### src/rtl/abc_pkg.sv
// Package for the ambient backlight controller.
// Holds the item type, the register map, the light thresholds and the divider constants.
// No dependencies.
package abc_pkg;

    // One poll tick as it travels down the pipeline.
    typedef struct packed {
        logic [15:0] display_now;
        logic [7:0]  keyboard_now;
        logic [7:0]  light_sample;
        logic [31:0] user_idle_ms;
        logic        clear_manual;
    } tick_t;

    // Configuration register indexes (word address on the APB port).
    localparam logic [2:0] REG_DISPLAY_CEILING   = 3'd0;
    localparam logic [2:0] REG_DISPLAY_FLOOR     = 3'd1;
    localparam logic [2:0] REG_KEYBOARD_CEILING  = 3'd2;
    localparam logic [2:0] REG_KEYBOARD_FLOOR    = 3'd3;
    localparam logic [2:0] REG_MANUAL_TIMEOUT_MS = 3'd4;
    localparam logic [2:0] REG_IDLE_OFF_MS       = 3'd5;
    localparam logic [2:0] REG_TICK_PERIOD_MS    = 3'd6;

    // Register reset values.
    localparam logic [15:0] DISPLAY_CEILING_RST   = 16'd1000;
    localparam logic [15:0] DISPLAY_FLOOR_RST     = 16'd10;
    localparam logic [7:0]  KEYBOARD_CEILING_RST  = 8'd255;
    localparam logic [7:0]  KEYBOARD_FLOOR_RST    = 8'd0;
    localparam logic [31:0] MANUAL_TIMEOUT_MS_RST = 32'd600000;
    localparam logic [31:0] IDLE_OFF_MS_RST       = 32'd0;
    localparam logic [15:0] TICK_PERIOD_MS_RST    = 16'd200;

    // Light sensor thresholds and the interpolation span.
    localparam logic [7:0] LIGHT_LOW  = 8'd30;
    localparam logic [7:0] LIGHT_HIGH = 8'd225;

    // Division by the span (195) as a multiply by ceil(2^32 / 195) and a shift.
    // The product of offset and level span stays below 2^24, where this is exact.
    localparam int          RECIP_SHIFT = 32;
    localparam logic [24:0] RECIP_195   = 25'd22025474;

endpackage

### src/rtl/abc_item_if.sv
// Input channel of the ambient backlight controller: one poll tick per transfer.
// Valid/ready handshake with the tick fields as payload. No dependencies.
interface abc_item_if;
    logic        valid;
    logic        ready;
    logic [15:0] display_now;
    logic [7:0]  keyboard_now;
    logic [7:0]  light_sample;
    logic [31:0] user_idle_ms;
    logic        clear_manual;

    modport source (output valid, output display_now, output keyboard_now,
                    output light_sample, output user_idle_ms, output clear_manual,
                    input ready);
    modport sink   (input valid, input display_now, input keyboard_now,
                    input light_sample, input user_idle_ms, input clear_manual,
                    output ready);
endinterface

### src/rtl/abc_result_if.sv
// Output channel of the ambient backlight controller: one result per transfer.
// Valid/ready handshake with the new levels and manual flags. No dependencies.
interface abc_result_if;
    logic        valid;
    logic        ready;
    logic [15:0] display_level;
    logic [7:0]  keyboard_level;
    logic        display_manual;
    logic        keyboard_manual;

    modport source (output valid, output display_level, output keyboard_level,
                    output display_manual, output keyboard_manual, input ready);
    modport sink   (input valid, input display_level, input keyboard_level,
                    input display_manual, input keyboard_manual, output ready);
endinterface

### src/rtl/ambient_backlight_controller.sv
// Ambient backlight controller: every poll tick that is transferred in yields exactly one
// result with the display and keyboard levels to write and the manual-override flags. The
// block accepts one tick per clock cycle while the result side takes its results; the tick
// passes four registers before its result appears: the input register, the
// offset-times-span multiplier, the reciprocal multiplier that divides by the sensor span,
// and the output register. Override and elapsed-time state is updated only in the last
// stage, so ticks may follow each other in consecutive cycles. When the result side stalls,
// the whole pipeline holds. The first tick after reset only primes the last-level
// registers and echoes the read-back levels. Configuration goes through the APB port; the
// user must write it only while no tick is in flight, as the block does not enforce this.
module ambient_backlight_controller (
    input  logic        clk,
    input  logic        rst_n,
    abc_item_if.sink    item,
    abc_result_if.source result,
    input  logic        psel,
    input  logic        penable,
    input  logic        pwrite,
    input  logic [4:0]  paddr,
    input  logic [31:0] pwdata,
    output logic [31:0] prdata,
    output logic        pready
);

    // Configuration registers.
    logic [15:0] disp_ceil_reg;
    logic [15:0] disp_floor_reg;
    logic [7:0]  kbd_ceil_reg;
    logic [7:0]  kbd_floor_reg;
    logic [31:0] timeout_reg;
    logic [31:0] idle_off_reg;
    logic [15:0] tick_period_reg;

    // Pipeline registers.
    logic                s1_valid_reg, s2_valid_reg, s3_valid_reg;
    abc_pkg::tick_t      s1_tick_reg, s2_tick_reg, s3_tick_reg;
    logic [23:0]         s2_prod_reg;
    logic                s2_neg_reg;
    logic [15:0]         s3_quot_reg;
    logic                s3_neg_reg;

    // Tick state.
    logic        primed_reg, primed_next;
    logic [15:0] disp_last_reg, disp_last_next;
    logic [7:0]  kbd_last_reg, kbd_last_next;
    logic        disp_ov_reg, disp_ov_next;
    logic        kbd_ov_reg, kbd_ov_next;
    logic [31:0] elapsed_reg, elapsed_next;

    // Output register.
    logic        out_valid_reg;
    logic [15:0] out_disp_reg, out_disp_next;
    logic [7:0]  out_kbd_reg, out_kbd_next;
    logic        out_dman_reg, out_dman_next;
    logic        out_kman_reg, out_kman_next;

    logic        advance;
    logic        cfg_write;
    logic [2:0]  cfg_index;

    // Datapath helpers.
    logic signed [16:0] span;
    logic [15:0]        span_mag;
    logic [7:0]         light_offset;
    logic [23:0]        prod_c;
    logic [48:0]        recip_prod;
    logic [15:0]        disp_light;
    logic [7:0]         kbd_light;
    logic               timed_out;
    logic [32:0]        elapsed_sum;
    logic [31:0]        elapsed_base;

    // The pipeline moves whenever the output register is free or being emptied.
    assign advance     = !out_valid_reg || result.ready;
    assign item.ready  = advance;

    // APB port: writes land at the access phase, reads are a plain mux.
    assign pready    = 1'b1;
    assign cfg_write = psel && penable && pwrite && pready;
    assign cfg_index = paddr[4:2];

    always_comb
    begin
        unique case (cfg_index)
            abc_pkg::REG_DISPLAY_CEILING:   prdata = {16'd0, disp_ceil_reg};
            abc_pkg::REG_DISPLAY_FLOOR:     prdata = {16'd0, disp_floor_reg};
            abc_pkg::REG_KEYBOARD_CEILING:  prdata = {24'd0, kbd_ceil_reg};
            abc_pkg::REG_KEYBOARD_FLOOR:    prdata = {24'd0, kbd_floor_reg};
            abc_pkg::REG_MANUAL_TIMEOUT_MS: prdata = timeout_reg;
            abc_pkg::REG_IDLE_OFF_MS:       prdata = idle_off_reg;
            abc_pkg::REG_TICK_PERIOD_MS:    prdata = {16'd0, tick_period_reg};
            default:                        prdata = 32'd0;
        endcase
    end

    always_ff @(posedge clk or negedge rst_n)
    begin
        if (!rst_n)
        begin
            disp_ceil_reg   <= abc_pkg::DISPLAY_CEILING_RST;
            disp_floor_reg  <= abc_pkg::DISPLAY_FLOOR_RST;
            kbd_ceil_reg    <= abc_pkg::KEYBOARD_CEILING_RST;
            kbd_floor_reg   <= abc_pkg::KEYBOARD_FLOOR_RST;
            timeout_reg     <= abc_pkg::MANUAL_TIMEOUT_MS_RST;
            idle_off_reg    <= abc_pkg::IDLE_OFF_MS_RST;
            tick_period_reg <= abc_pkg::TICK_PERIOD_MS_RST;
        end
        else if (cfg_write)
        begin
            unique case (cfg_index)
                abc_pkg::REG_DISPLAY_CEILING:   disp_ceil_reg   <= pwdata[15:0];
                abc_pkg::REG_DISPLAY_FLOOR:     disp_floor_reg  <= pwdata[15:0];
                abc_pkg::REG_KEYBOARD_CEILING:  kbd_ceil_reg    <= pwdata[7:0];
                abc_pkg::REG_KEYBOARD_FLOOR:    kbd_floor_reg   <= pwdata[7:0];
                abc_pkg::REG_MANUAL_TIMEOUT_MS: timeout_reg     <= pwdata;
                abc_pkg::REG_IDLE_OFF_MS:       idle_off_reg    <= pwdata;
                abc_pkg::REG_TICK_PERIOD_MS:    tick_period_reg <= pwdata[15:0];
                default:                        ;
            endcase
        end
    end

    // Interpolation front end: magnitude of the level span times the light offset.
    always_comb
    begin
        span         = $signed({1'b0, disp_ceil_reg}) - $signed({1'b0, disp_floor_reg});
        span_mag     = span[16] ? 16'(-span) : span[15:0];
        light_offset = s1_tick_reg.light_sample - abc_pkg::LIGHT_LOW;
        prod_c       = 24'(light_offset) * 24'(span_mag);
    end

    // Divide by the sensor span through the reciprocal multiply.
    assign recip_prod = 49'(s2_prod_reg) * 49'(abc_pkg::RECIP_195);

    // Pipeline valid bits.
    always_ff @(posedge clk or negedge rst_n)
    begin
        if (!rst_n)
        begin
            s1_valid_reg  <= 1'b0;
            s2_valid_reg  <= 1'b0;
            s3_valid_reg  <= 1'b0;
            out_valid_reg <= 1'b0;
        end
        else if (advance)
        begin
            s1_valid_reg  <= item.valid;
            s2_valid_reg  <= s1_valid_reg;
            s3_valid_reg  <= s2_valid_reg;
            out_valid_reg <= s3_valid_reg;
        end
    end

    // Pipeline payload.
    always_ff @(posedge clk)
    begin
        if (advance)
        begin
            s1_tick_reg.display_now  <= item.display_now;
            s1_tick_reg.keyboard_now <= item.keyboard_now;
            s1_tick_reg.light_sample <= item.light_sample;
            s1_tick_reg.user_idle_ms <= item.user_idle_ms;
            s1_tick_reg.clear_manual <= item.clear_manual;
            s2_tick_reg  <= s1_tick_reg;
            s2_prod_reg  <= prod_c;
            s2_neg_reg   <= span[16];
            s3_tick_reg  <= s2_tick_reg;
            s3_quot_reg  <= recip_prod[abc_pkg::RECIP_SHIFT +: 16];
            s3_neg_reg   <= s2_neg_reg;
            out_disp_reg <= out_disp_next;
            out_kbd_reg  <= out_kbd_next;
            out_dman_reg <= out_dman_next;
            out_kman_reg <= out_kman_next;
        end
    end

    // Levels that follow the light sensor.
    always_comb
    begin
        if (s3_tick_reg.light_sample < abc_pkg::LIGHT_LOW)
        begin
            disp_light = disp_floor_reg;
            kbd_light  = kbd_floor_reg;
        end
        else if (s3_tick_reg.light_sample > abc_pkg::LIGHT_HIGH)
        begin
            disp_light = disp_ceil_reg;
            kbd_light  = kbd_ceil_reg;
        end
        else
        begin
            disp_light = s3_neg_reg ? disp_floor_reg - s3_quot_reg
                                    : disp_floor_reg + s3_quot_reg;
            kbd_light  = s3_tick_reg.light_sample;
        end
    end

    // Override tracking, level choice and elapsed time for the tick in the last stage.
    always_comb
    begin
        primed_next    = primed_reg;
        disp_last_next = disp_last_reg;
        kbd_last_next  = kbd_last_reg;
        disp_ov_next   = disp_ov_reg;
        kbd_ov_next    = kbd_ov_reg;
        elapsed_next   = elapsed_reg;
        timed_out      = elapsed_reg > timeout_reg;
        elapsed_base   = elapsed_reg;
        elapsed_sum    = 33'd0;
        out_disp_next  = out_disp_reg;
        out_kbd_next   = out_kbd_reg;
        out_dman_next  = out_dman_reg;
        out_kman_next  = out_kman_reg;

        if (s3_valid_reg && !primed_reg)
        begin
            // Priming tick: store the read-back levels and echo them.
            primed_next    = 1'b1;
            disp_last_next = s3_tick_reg.display_now;
            kbd_last_next  = s3_tick_reg.keyboard_now;
            out_disp_next  = s3_tick_reg.display_now;
            out_kbd_next   = s3_tick_reg.keyboard_now;
            out_dman_next  = 1'b0;
            out_kman_next  = 1'b0;
        end
        else if (s3_valid_reg)
        begin
            if (s3_tick_reg.clear_manual)
            begin
                disp_ov_next = 1'b0;
                kbd_ov_next  = 1'b0;
            end
            if (timed_out)
            begin
                disp_last_next = s3_tick_reg.display_now;
                kbd_last_next  = s3_tick_reg.keyboard_now;
                elapsed_base   = 32'd0;
                disp_ov_next   = 1'b0;
                kbd_ov_next    = 1'b0;
            end
            // A read-back level that moved means the user set it by hand.
            if (disp_last_next != s3_tick_reg.display_now)
            begin
                disp_last_next = s3_tick_reg.display_now;
                disp_ov_next   = 1'b1;
            end
            if (kbd_last_next != s3_tick_reg.keyboard_now)
            begin
                if (s3_tick_reg.keyboard_now != 8'd0)
                begin
                    kbd_last_next = s3_tick_reg.keyboard_now;
                end
                kbd_ov_next = 1'b1;
            end

            disp_last_next = disp_ov_next ? disp_last_next : disp_light;
            kbd_last_next  = kbd_ov_next ? kbd_last_next : kbd_light;

            out_disp_next = disp_last_next;
            out_kbd_next  = (idle_off_reg != 32'd0 && s3_tick_reg.user_idle_ms > idle_off_reg)
                            ? 8'd0 : kbd_last_next;
            out_dman_next = disp_ov_next;
            out_kman_next = kbd_ov_next;

            // Elapsed time saturates at its all-ones value.
            elapsed_sum  = {1'b0, elapsed_base} + {17'd0, tick_period_reg};
            elapsed_next = elapsed_sum[32] ? 32'hFFFF_FFFF : elapsed_sum[31:0];
        end
    end

    // Tick state registers.
    always_ff @(posedge clk or negedge rst_n)
    begin
        if (!rst_n)
        begin
            primed_reg    <= 1'b0;
            disp_last_reg <= 16'd0;
            kbd_last_reg  <= 8'd0;
            disp_ov_reg   <= 1'b0;
            kbd_ov_reg    <= 1'b0;
            elapsed_reg   <= 32'd0;
        end
        else if (advance)
        begin
            primed_reg    <= primed_next;
            disp_last_reg <= disp_last_next;
            kbd_last_reg  <= kbd_last_next;
            disp_ov_reg   <= disp_ov_next;
            kbd_ov_reg    <= kbd_ov_next;
            elapsed_reg   <= elapsed_next;
        end
    end

    // Result channel.
    assign result.valid           = out_valid_reg;
    assign result.display_level   = out_disp_reg;
    assign result.keyboard_level  = out_kbd_reg;
    assign result.display_manual  = out_dman_reg;
    assign result.keyboard_manual = out_kman_reg;

    // Once primed, the block stays primed until reset.
    a_primed_sticky: assert property (@(posedge clk) disable iff (!rst_n)
        primed_reg |=> primed_reg)
        else $error("primed flag dropped without reset");

    // The priming result never reports a manual override.
    a_prime_no_manual: assert property (@(posedge clk) disable iff (!rst_n)
        (advance && s3_valid_reg && !primed_reg)
        |=> (!result.display_manual && !result.keyboard_manual))
        else $error("priming result flagged a manual override");

    // The flags of a regular result match the override state it left behind.
    a_flags_match_state: assert property (@(posedge clk) disable iff (!rst_n)
        (advance && s3_valid_reg && primed_reg)
        |=> (result.display_manual == disp_ov_reg && result.keyboard_manual == kbd_ov_reg))
        else $error("manual flags differ from override state");

    // Input back-pressure comes only from a result that waits to be taken.
    a_stall_cause: assert property (@(posedge clk) disable iff (!rst_n)
        !item.ready |-> (result.valid && !result.ready))
        else $error("input stalled without a pending result");

endmodule

### src/flat_wrapper.sv
// flat-port wrapper written by rule: the top's interface ports become plain ports
module ambient_backlight_controller_flat 
  (clk, rst_n, psel, penable, pwrite, paddr, pwdata, prdata, pready, item_valid, item_display_now, item_keyboard_now, item_light_sample, item_user_idle_ms, item_clear_manual, item_ready, result_valid, result_display_level, result_keyboard_level, result_display_manual, result_keyboard_manual, result_ready);
  abc_item_if item_i ();
  abc_result_if result_i ();
  input  logic clk;
  input  logic rst_n;
  input  logic psel;
  input  logic penable;
  input  logic pwrite;
  input  logic [4:0] paddr;
  input  logic [31:0] pwdata;
  output logic [31:0] prdata;
  output logic pready;
  input wire logic [$bits(item_i.valid)-1:0] item_valid;
  input wire logic [$bits(item_i.display_now)-1:0] item_display_now;
  input wire logic [$bits(item_i.keyboard_now)-1:0] item_keyboard_now;
  input wire logic [$bits(item_i.light_sample)-1:0] item_light_sample;
  input wire logic [$bits(item_i.user_idle_ms)-1:0] item_user_idle_ms;
  input wire logic [$bits(item_i.clear_manual)-1:0] item_clear_manual;
  output wire logic [$bits(item_i.ready)-1:0] item_ready;
  output wire logic [$bits(result_i.valid)-1:0] result_valid;
  output wire logic [$bits(result_i.display_level)-1:0] result_display_level;
  output wire logic [$bits(result_i.keyboard_level)-1:0] result_keyboard_level;
  output wire logic [$bits(result_i.display_manual)-1:0] result_display_manual;
  output wire logic [$bits(result_i.keyboard_manual)-1:0] result_keyboard_manual;
  input wire logic [$bits(result_i.ready)-1:0] result_ready;
  assign item_i.valid = item_valid;
  assign item_i.display_now = item_display_now;
  assign item_i.keyboard_now = item_keyboard_now;
  assign item_i.light_sample = item_light_sample;
  assign item_i.user_idle_ms = item_user_idle_ms;
  assign item_i.clear_manual = item_clear_manual;
  assign item_ready = item_i.ready;
  assign result_valid = result_i.valid;
  assign result_display_level = result_i.display_level;
  assign result_keyboard_level = result_i.keyboard_level;
  assign result_display_manual = result_i.display_manual;
  assign result_keyboard_manual = result_i.keyboard_manual;
  assign result_i.ready = result_ready;
  ambient_backlight_controller u_core (.clk(clk), .rst_n(rst_n), .item(item_i), .result(result_i), .psel(psel), .penable(penable), .pwrite(pwrite), .paddr(paddr), .pwdata(pwdata), .prdata(prdata), .pready(pready));
endmodule
### config.mk
export PLATFORM = sky130hd
export DESIGN_NAME = ambient_backlight_controller_flat
export DESIGN_NICKNAME = d
export VERILOG_FILES = /design/src/rtl/abc_pkg.sv /design/src/rtl/abc_item_if.sv /design/src/rtl/abc_result_if.sv /design/src/rtl/ambient_backlight_controller.sv /design/src/flat_wrapper.sv
export SDC_FILE = /design/constraint.sdc
export NUM_CORES = 2
export LEC_CHECK = 0
export ABC_AREA = 1
export BUFFER_PORTS_ARGS = -buffer_cell sky130_fd_sc_hd__buf_4
export CORE_ASPECT_RATIO = 1.75
export CORE_UTILIZATION = 30
export CTS_CLUSTER_DIAMETER = 150
export CTS_CLUSTER_SIZE = 8
export DETAILED_ROUTE_END_ITERATION = 10
export PLACE_DENSITY = 0.56
export SYNTH_ARGS = -nofsm -noshare
export SYNTH_HDL_FRONTEND = slang
export SYNTH_SLANG_ARGS = --single-unit
### constraint.sdc
create_clock -name clk -period 7.1 [get_ports clk]
set_input_delay 0.71 -clock clk [delete_from_list [all_inputs] [get_ports clk]]
set_output_delay 0.71 -clock clk [all_outputs]
set_load 0.005 [all_outputs]
# [Word-level counts from Yosys, hierarchy flattened]
# Cells that the tools add are included.
[word_totals] ff_bits=454
[op_classes] add_sub_neg=6 eq_ne=8 multipliers=2 bitwise=1 reduce_logical=21 magnitude_cmp=4 n_mux=41
[ops] cell="32-bit one-hot mux with 7 select lines" count=1
[ops] cell="16-bit 2-to-1 mux" count=11
[ops] cell="32-bit 2-to-1 mux" count=4
[ops] cell="8-bit 2-to-1 mux" count=13
[ops] cell="32-bit > comparator" count=2
[ops] cell="24-bit by 24-bit multiplier with 47-bit output (second input constant)" count=1
[ops] cell="32-bit by 16-bit adder with 33-bit output" count=1
[ops] cell="32-bit nonzero test" count=1
[ops] cell="8-bit by 16-bit multiplier with 24-bit output" count=1
[ops] cell="2-bit AND reduction" count=9
[ops] cell="16-bit by 16-bit subtractor with 17-bit output" count=1
[ops] cell="16-bit adder" count=1
[ops] cell="16-bit inequality test" count=1
[ops] cell="16-bit negation" count=1
[ops] cell="16-bit subtractor" count=1
[ops] cell="1-bit 2-to-1 mux" count=12
[ops] cell="3-bit equality test (second input constant)" count=3
[ops] cell="8-bit > comparator (second input constant)" count=1
[ops] cell="8-bit by 5-bit less-than comparator with 1-bit output (second input constant)" count=1
[ops] cell="8-bit inequality test" count=1
[ops] cell="8-bit nonzero test" count=1
[ops] cell="8-bit by 5-bit subtractor with 8-bit output (second input constant)" count=1
[ops] cell="3-bit by 2-bit equality test with 1-bit output (second input constant)" count=2
[ops] cell="1-bit logical AND" count=4
[ops] cell="7 further kinds" count=8

# [Logic depth before layout (Yosys ltp)]
[depth] ltp_word=12 depth_mapped=42 depth_no_buf=42

# [Worst setup path before layout]
# Ideal clock, no wire load.
[synth_timing] path_type="flip-flop to flip-flop" from="register u_core.disp_floor_reg[3]" to="register u_core.s2_prod_reg[23], data pin" path_slack_ns=0.205 n_path_buf=0 stages_incl_launch_ff=39 arrival_time_ns=6.634 cell_sequence="dfstp_2 inv_1 ha_1 a21oi_1 nand2_1 nand4_1 nand3_1 nand2_1 nand2_1 a21oi_1 nor2_1 nor2_4 inv_1 or2_2 xor2_1 inv_1 nor2_1 fa_1 [3 not listed] fa_1 inv_1 ha_1 a21oi_1 o21a_1 o21ai_0 a21oi_1 o21bai_1 nand2_1 inv_1 or2_2 a21oi_1 inv_1 nand2_1 nand2_1 nand2_1 nand2_1 xor2_1"
[synth_between] elab_chain_len=4
[synth_rtl] element="start: declaration" line_no="ambient_backlight_controller.sv:27" rtl="logic [15:0] disp_floor_reg;"
[synth_rtl] element="start signal: assignment" line_no="ambient_backlight_controller.sv:101" rtl="disp_floor_reg <= abc_pkg::DISPLAY_FLOOR_RST;"
[synth_rtl] element="start signal: assignment" line_no="ambient_backlight_controller.sv:112" rtl="abc_pkg::REG_DISPLAY_FLOOR: disp_floor_reg <= pwdata[15:0];"
[synth_rtl] element="16-bit by 16-bit subtractor with 17-bit output (*)" line_no="ambient_backlight_controller.sv:126" rtl="span = $signed({1'b0, disp_ceil_reg}) - $signed({1'b0, disp_floor_reg});"
[synth_rtl] element="16-bit negation" line_no="ambient_backlight_controller.sv:127" rtl="span_mag = span[16] ? 16'(-span) : span[15:0];"
[synth_rtl] element="16-bit 2-to-1 mux (*)" line_no="ambient_backlight_controller.sv:127"
[synth_rtl] element="8-bit by 16-bit multiplier with 24-bit output (*)" line_no="ambient_backlight_controller.sv:129" rtl="prod_c = 24'(light_offset) * 24'(span_mag);"
[synth_rtl] element="net u_core.prod_c[23]" line_no="ambient_backlight_controller.sv:65" rtl="logic [23:0] prod_c;"
[synth_rtl] element="end signal: assignment" line_no="ambient_backlight_controller.sv:165" rtl="s2_prod_reg <= prod_c;"
[synth_rtl] element="end: declaration" line_no="ambient_backlight_controller.sv:37" rtl="logic [23:0] s2_prod_reg;"
# The timed path passes the listed nets; every way through them passes the cells marked *.
# A chain may end at the register's enable or synchronous reset.

# [Final worst setup path]
[layout_timing] from="register u_core.disp_ceil_reg[9]" to="register u_core.s2_prod_reg[21], data pin"
[layout_between] elab_chain_len=4
[layout_rtl] element="start: declaration" line_no="ambient_backlight_controller.sv:26" rtl="logic [15:0] disp_ceil_reg;"
[layout_rtl] element="start signal: assignment" line_no="ambient_backlight_controller.sv:100" rtl="disp_ceil_reg <= abc_pkg::DISPLAY_CEILING_RST;"
[layout_rtl] element="start signal: assignment" line_no="ambient_backlight_controller.sv:111" rtl="abc_pkg::REG_DISPLAY_CEILING: disp_ceil_reg <= pwdata[15:0];"
[layout_rtl] element="16-bit by 16-bit subtractor with 17-bit output (*)" line_no="ambient_backlight_controller.sv:126"
[layout_rtl] element="16-bit negation" line_no="ambient_backlight_controller.sv:127"
[layout_rtl] element="16-bit 2-to-1 mux (*)" line_no="ambient_backlight_controller.sv:127"
[layout_rtl] element="8-bit by 16-bit multiplier with 24-bit output (*)" line_no="ambient_backlight_controller.sv:129"
[layout_rtl] element="net u_core.prod_c[21]" line_no="ambient_backlight_controller.sv:65"
# Marked as above.

==> results.toml <==
[outcome]
status = "finished clean"

[cells_and_area]
area.growth.synth_to_final_pct = 19.0
final_common_cell = "inv_1"
antenna_cells_inserted = 0
final_core_util = 0.361
seq_area_um2 = 12700
layout-drive-gt1-share = 0.137
mostFrequentLayoutCells = "inv_1 (681), nand2_1 (582), ha_1 (374), buf_4 (317), nor2_1 (274)"
fin_nets = 4570
fill_cells = 11200
multi_input_area_um2 = 17700

[die]
dieArea_um2 = 111000
core_um2 = 109000
io_pins = 170
start_util = 0.303
die_w_um = 253
fp-row-count = 160
die_y_um = 441

[yosys]
async_flop_share = 0.421
synth_edf_count = 263
yosysSeqAreaShare = 0.385
ys_seq_elements = 454
synthCells = 3600
ys.flop_type = "edfxtp_1"
yosys_warnings = 0
synth_nets = 4259
synth_cell_types = 62
synth.avg_cell_area_um2 = 9.17
syn_area_um2 = 33000

[sta]
fmax_mhz = 148
finalHoldViolCount = 0
post-route-period-util = 0.953
fin_ws_ns = 0.334
maxSlewHeadroom = 0.215
worst_pin_slew_ns = 1.16
setup_viol = 0
min_period_ns = 6.77
fin_skew_ns = 0.0321
slew_viol_final = 0

[drt]
drtAntennaViolNets = 0
vias_per_cell = 4.68
drtIter0Drc = 1321
vias = 25400
first_pass_iters = 8
wl_per_cell_um = 18.2
routed_wl_mm = 98.4
route.detailed.drc = 0

[worst_setup_path]
setup.worst_path.start_class = "flip-flop"
crit_type = "flip-flop to flip-flop"
timing.rr.end = "u_core.s2_prod_reg[21]$_DFFE_PN_"
crit_required_ns = 7.44
ff2ff_setup_slack_ns = 0.33
end_kind = "flip-flop"
critPathArrivalTime_ns = 7.11
cp_slowest_cell = "dfstp_2"
crit_path_max_incr_delay_ns = 0.55
crit_fanout = 6
timing.critical_path.mode_cell = "nand2_1"
reg2reg_from = "u_core.disp_ceil_reg[9]$_DFFE_PN1P_"
reg2reg_depth = 37

[global_routing]
grt-ovfl-total = 0
grt_pass1_wl_mm = 150
grt_max_degree = 158
gr-usage-all-layers = 0.178
antenna_found_initial = 3
grt_pass1_vias = 26500

[worst_hold_path]
holdPathStages = 1
hp-class = "primary input to flip-flop"
worstHoldStart = "item_light_sample[4]"
holdPathEnd = "u_core.s1_tick_reg[37]$_DFFE_PN_"

[place]
port_buffers = 166
dp_hpwl_mm = 78.9
gp_congestion = 0.921
place_ws_ns = -0.147

[run]
cap_violations = 0

[clocking]
cts.htree.levels = 3
cts-buffers-inserted = 66
clock_latency_ns = 0.62
cts_root_buf = "clkbuf_16"
cts_max_path_buffers = 3
path_clk_slew_ns = 0.06
tritoncts = "built"
cts.sinks = 454
-- layout make-up --
cell class / count / share of cell area
inverter: 699 / 0.0671
sequential: 454 / 0.324
timing repair buffer: 324 / 0.0631
clock inverter: 5 / 0.00185
clock buffer: 113 / 0.0474
tap: 1458 / 0.0465
multi-input combinational: 2366 / 0.450
-- Yosys cell counts (13+ instances only) --
| cell | count | share of area |
|---|---|---|
| inv_1 | 687 | 0.078 |
| nand2_1 | 591 | 0.067 |
| ha_1 | 383 | 0.15 |
| nor2_1 | 286 | 0.033 |
| edfxtp_1 | 263 | 0.24 |
| o21ai_0 | 185 | 0.028 |
| fa_1 | 167 | 0.10 |
| dfrtp_1 | 164 | 0.12 |
| a21oi_1 | 158 | 0.024 |
| nand3_1 | 144 | 0.022 |
| xor2_1 | 78 | 0.021 |
| clkbuf_1 | 61 | 0.0069 |
| nand4_1 | 43 | 0.0082 |
| o22ai_1 | 41 | 0.0078 |
| xnor2_1 | 33 | 0.0088 |
| a31oi_1 | 29 | 0.0055 |
| dfstp_2 | 27 | 0.021 |
| a22oi_1 | 21 | 0.0048 |
| nor3_1 | 19 | 0.0029 |
| o21bai_1 | 19 | 0.0043 |
| and2_1 | 16 | 0.0030 |
| nand3b_1 | 16 | 0.0036 |
| o211ai_1 | 13 | 0.0030 |
| o221ai_1 | 13 | 0.0035 |
-- kinds of logic (layout without fill, tap and decap cells) --
logic type                 Yosys count  count (layout)  share of synthesized area
AOI/OAI and AO/OA                  543             543                     0.0963
xor gates and xnor gates           114             114                     0.0309
adders and majority gates          550             550                      0.247
buffers and inverters              780            1141                     0.0911
DFF                                454             454                      0.385
other                                1               1                   0.000114
and+or+nand+nor                   1158            1158                      0.150
-- worst max-delay path, delay by kind of cell, from the launching register on --
kind                       cells  cell delay, ns
adders and majority gates      6            2.53
AOI/OAI and AO/OA              9            1.29
DFF                            1            0.55
and+or+nand+nor               14            1.44
xor gates and xnor gates       2            0.30
buffers and inverters          6            0.37
-- per-layer routing --
metal	routed length, um	GRT usage	share of wire
met1	33000	0.165	0.33
met2	55500	0.357	0.56
met4	6970	0.117	0.071
met3	3020	0.0196	0.031
met5	31	0	0.00031
-- worst max path at each step --
stage	from	to	slack, ns	cells after the start
final	u_core.disp_ceil_reg[9]$_DFFE_PN1P_	u_core.s2_prod_reg[21]$_DFFE_PN_	0.33	37
after global routing	u_core.disp_ceil_reg[9]$_DFFE_PN1P_	u_core.s2_prod_reg[21]$_DFFE_PN_	-0.003	37
after CTS	u_core.disp_floor_reg[0]$_DFFE_PN0P_	u_core.s2_prod_reg[21]$_DFFE_PN_	0.005	39
after detailed placement	u_core.disp_floor_reg[0]$_DFFE_PN0P_	u_core.s2_prod_reg[21]$_DFFE_PN_	-0.15	39
after global placement	u_core.disp_floor_reg[0]$_DFFE_PN0P_	u_core.s2_prod_reg[21]$_DFFE_PN_	-0.18	39
after floorplan	u_core.disp_floor_reg[3]$_DFFE_PN1P_	u_core.s2_prod_reg[23]$_DFFE_PN_	0.21	38
-- repair_timing --
action | 4_1_cts | 5_1_grt
buffers inserted | 2 | 8
hold endpoints to repair | 14 | 0
pin swaps | 7 | 56
resized for setup | 11 | 72
endpoints found under the setup margin | 4 | 9
hold buffers | 1 | 0
-- through the flow --
step | cell area, um^2 | std cells | hold slack [ns] | setup TNS, ns
finish | 39300 | 5419 | 0.266 | 0
detailed placement | 36900 | 5291 | 0.405 | -0.354
global route | 39300 | 5419 | 0.238 | -0.00276
floorplan | 33000 | 3600 | 0.400 | 0
CTS | 38900 | 5412 | 0.210 | 0
global placement | 36900 | 5291 | 0.403 | -0.447
Power is left out: the tool's default activity adds up to more than one toggle a clock period on the data nets, which glitch-free logic cannot reach.
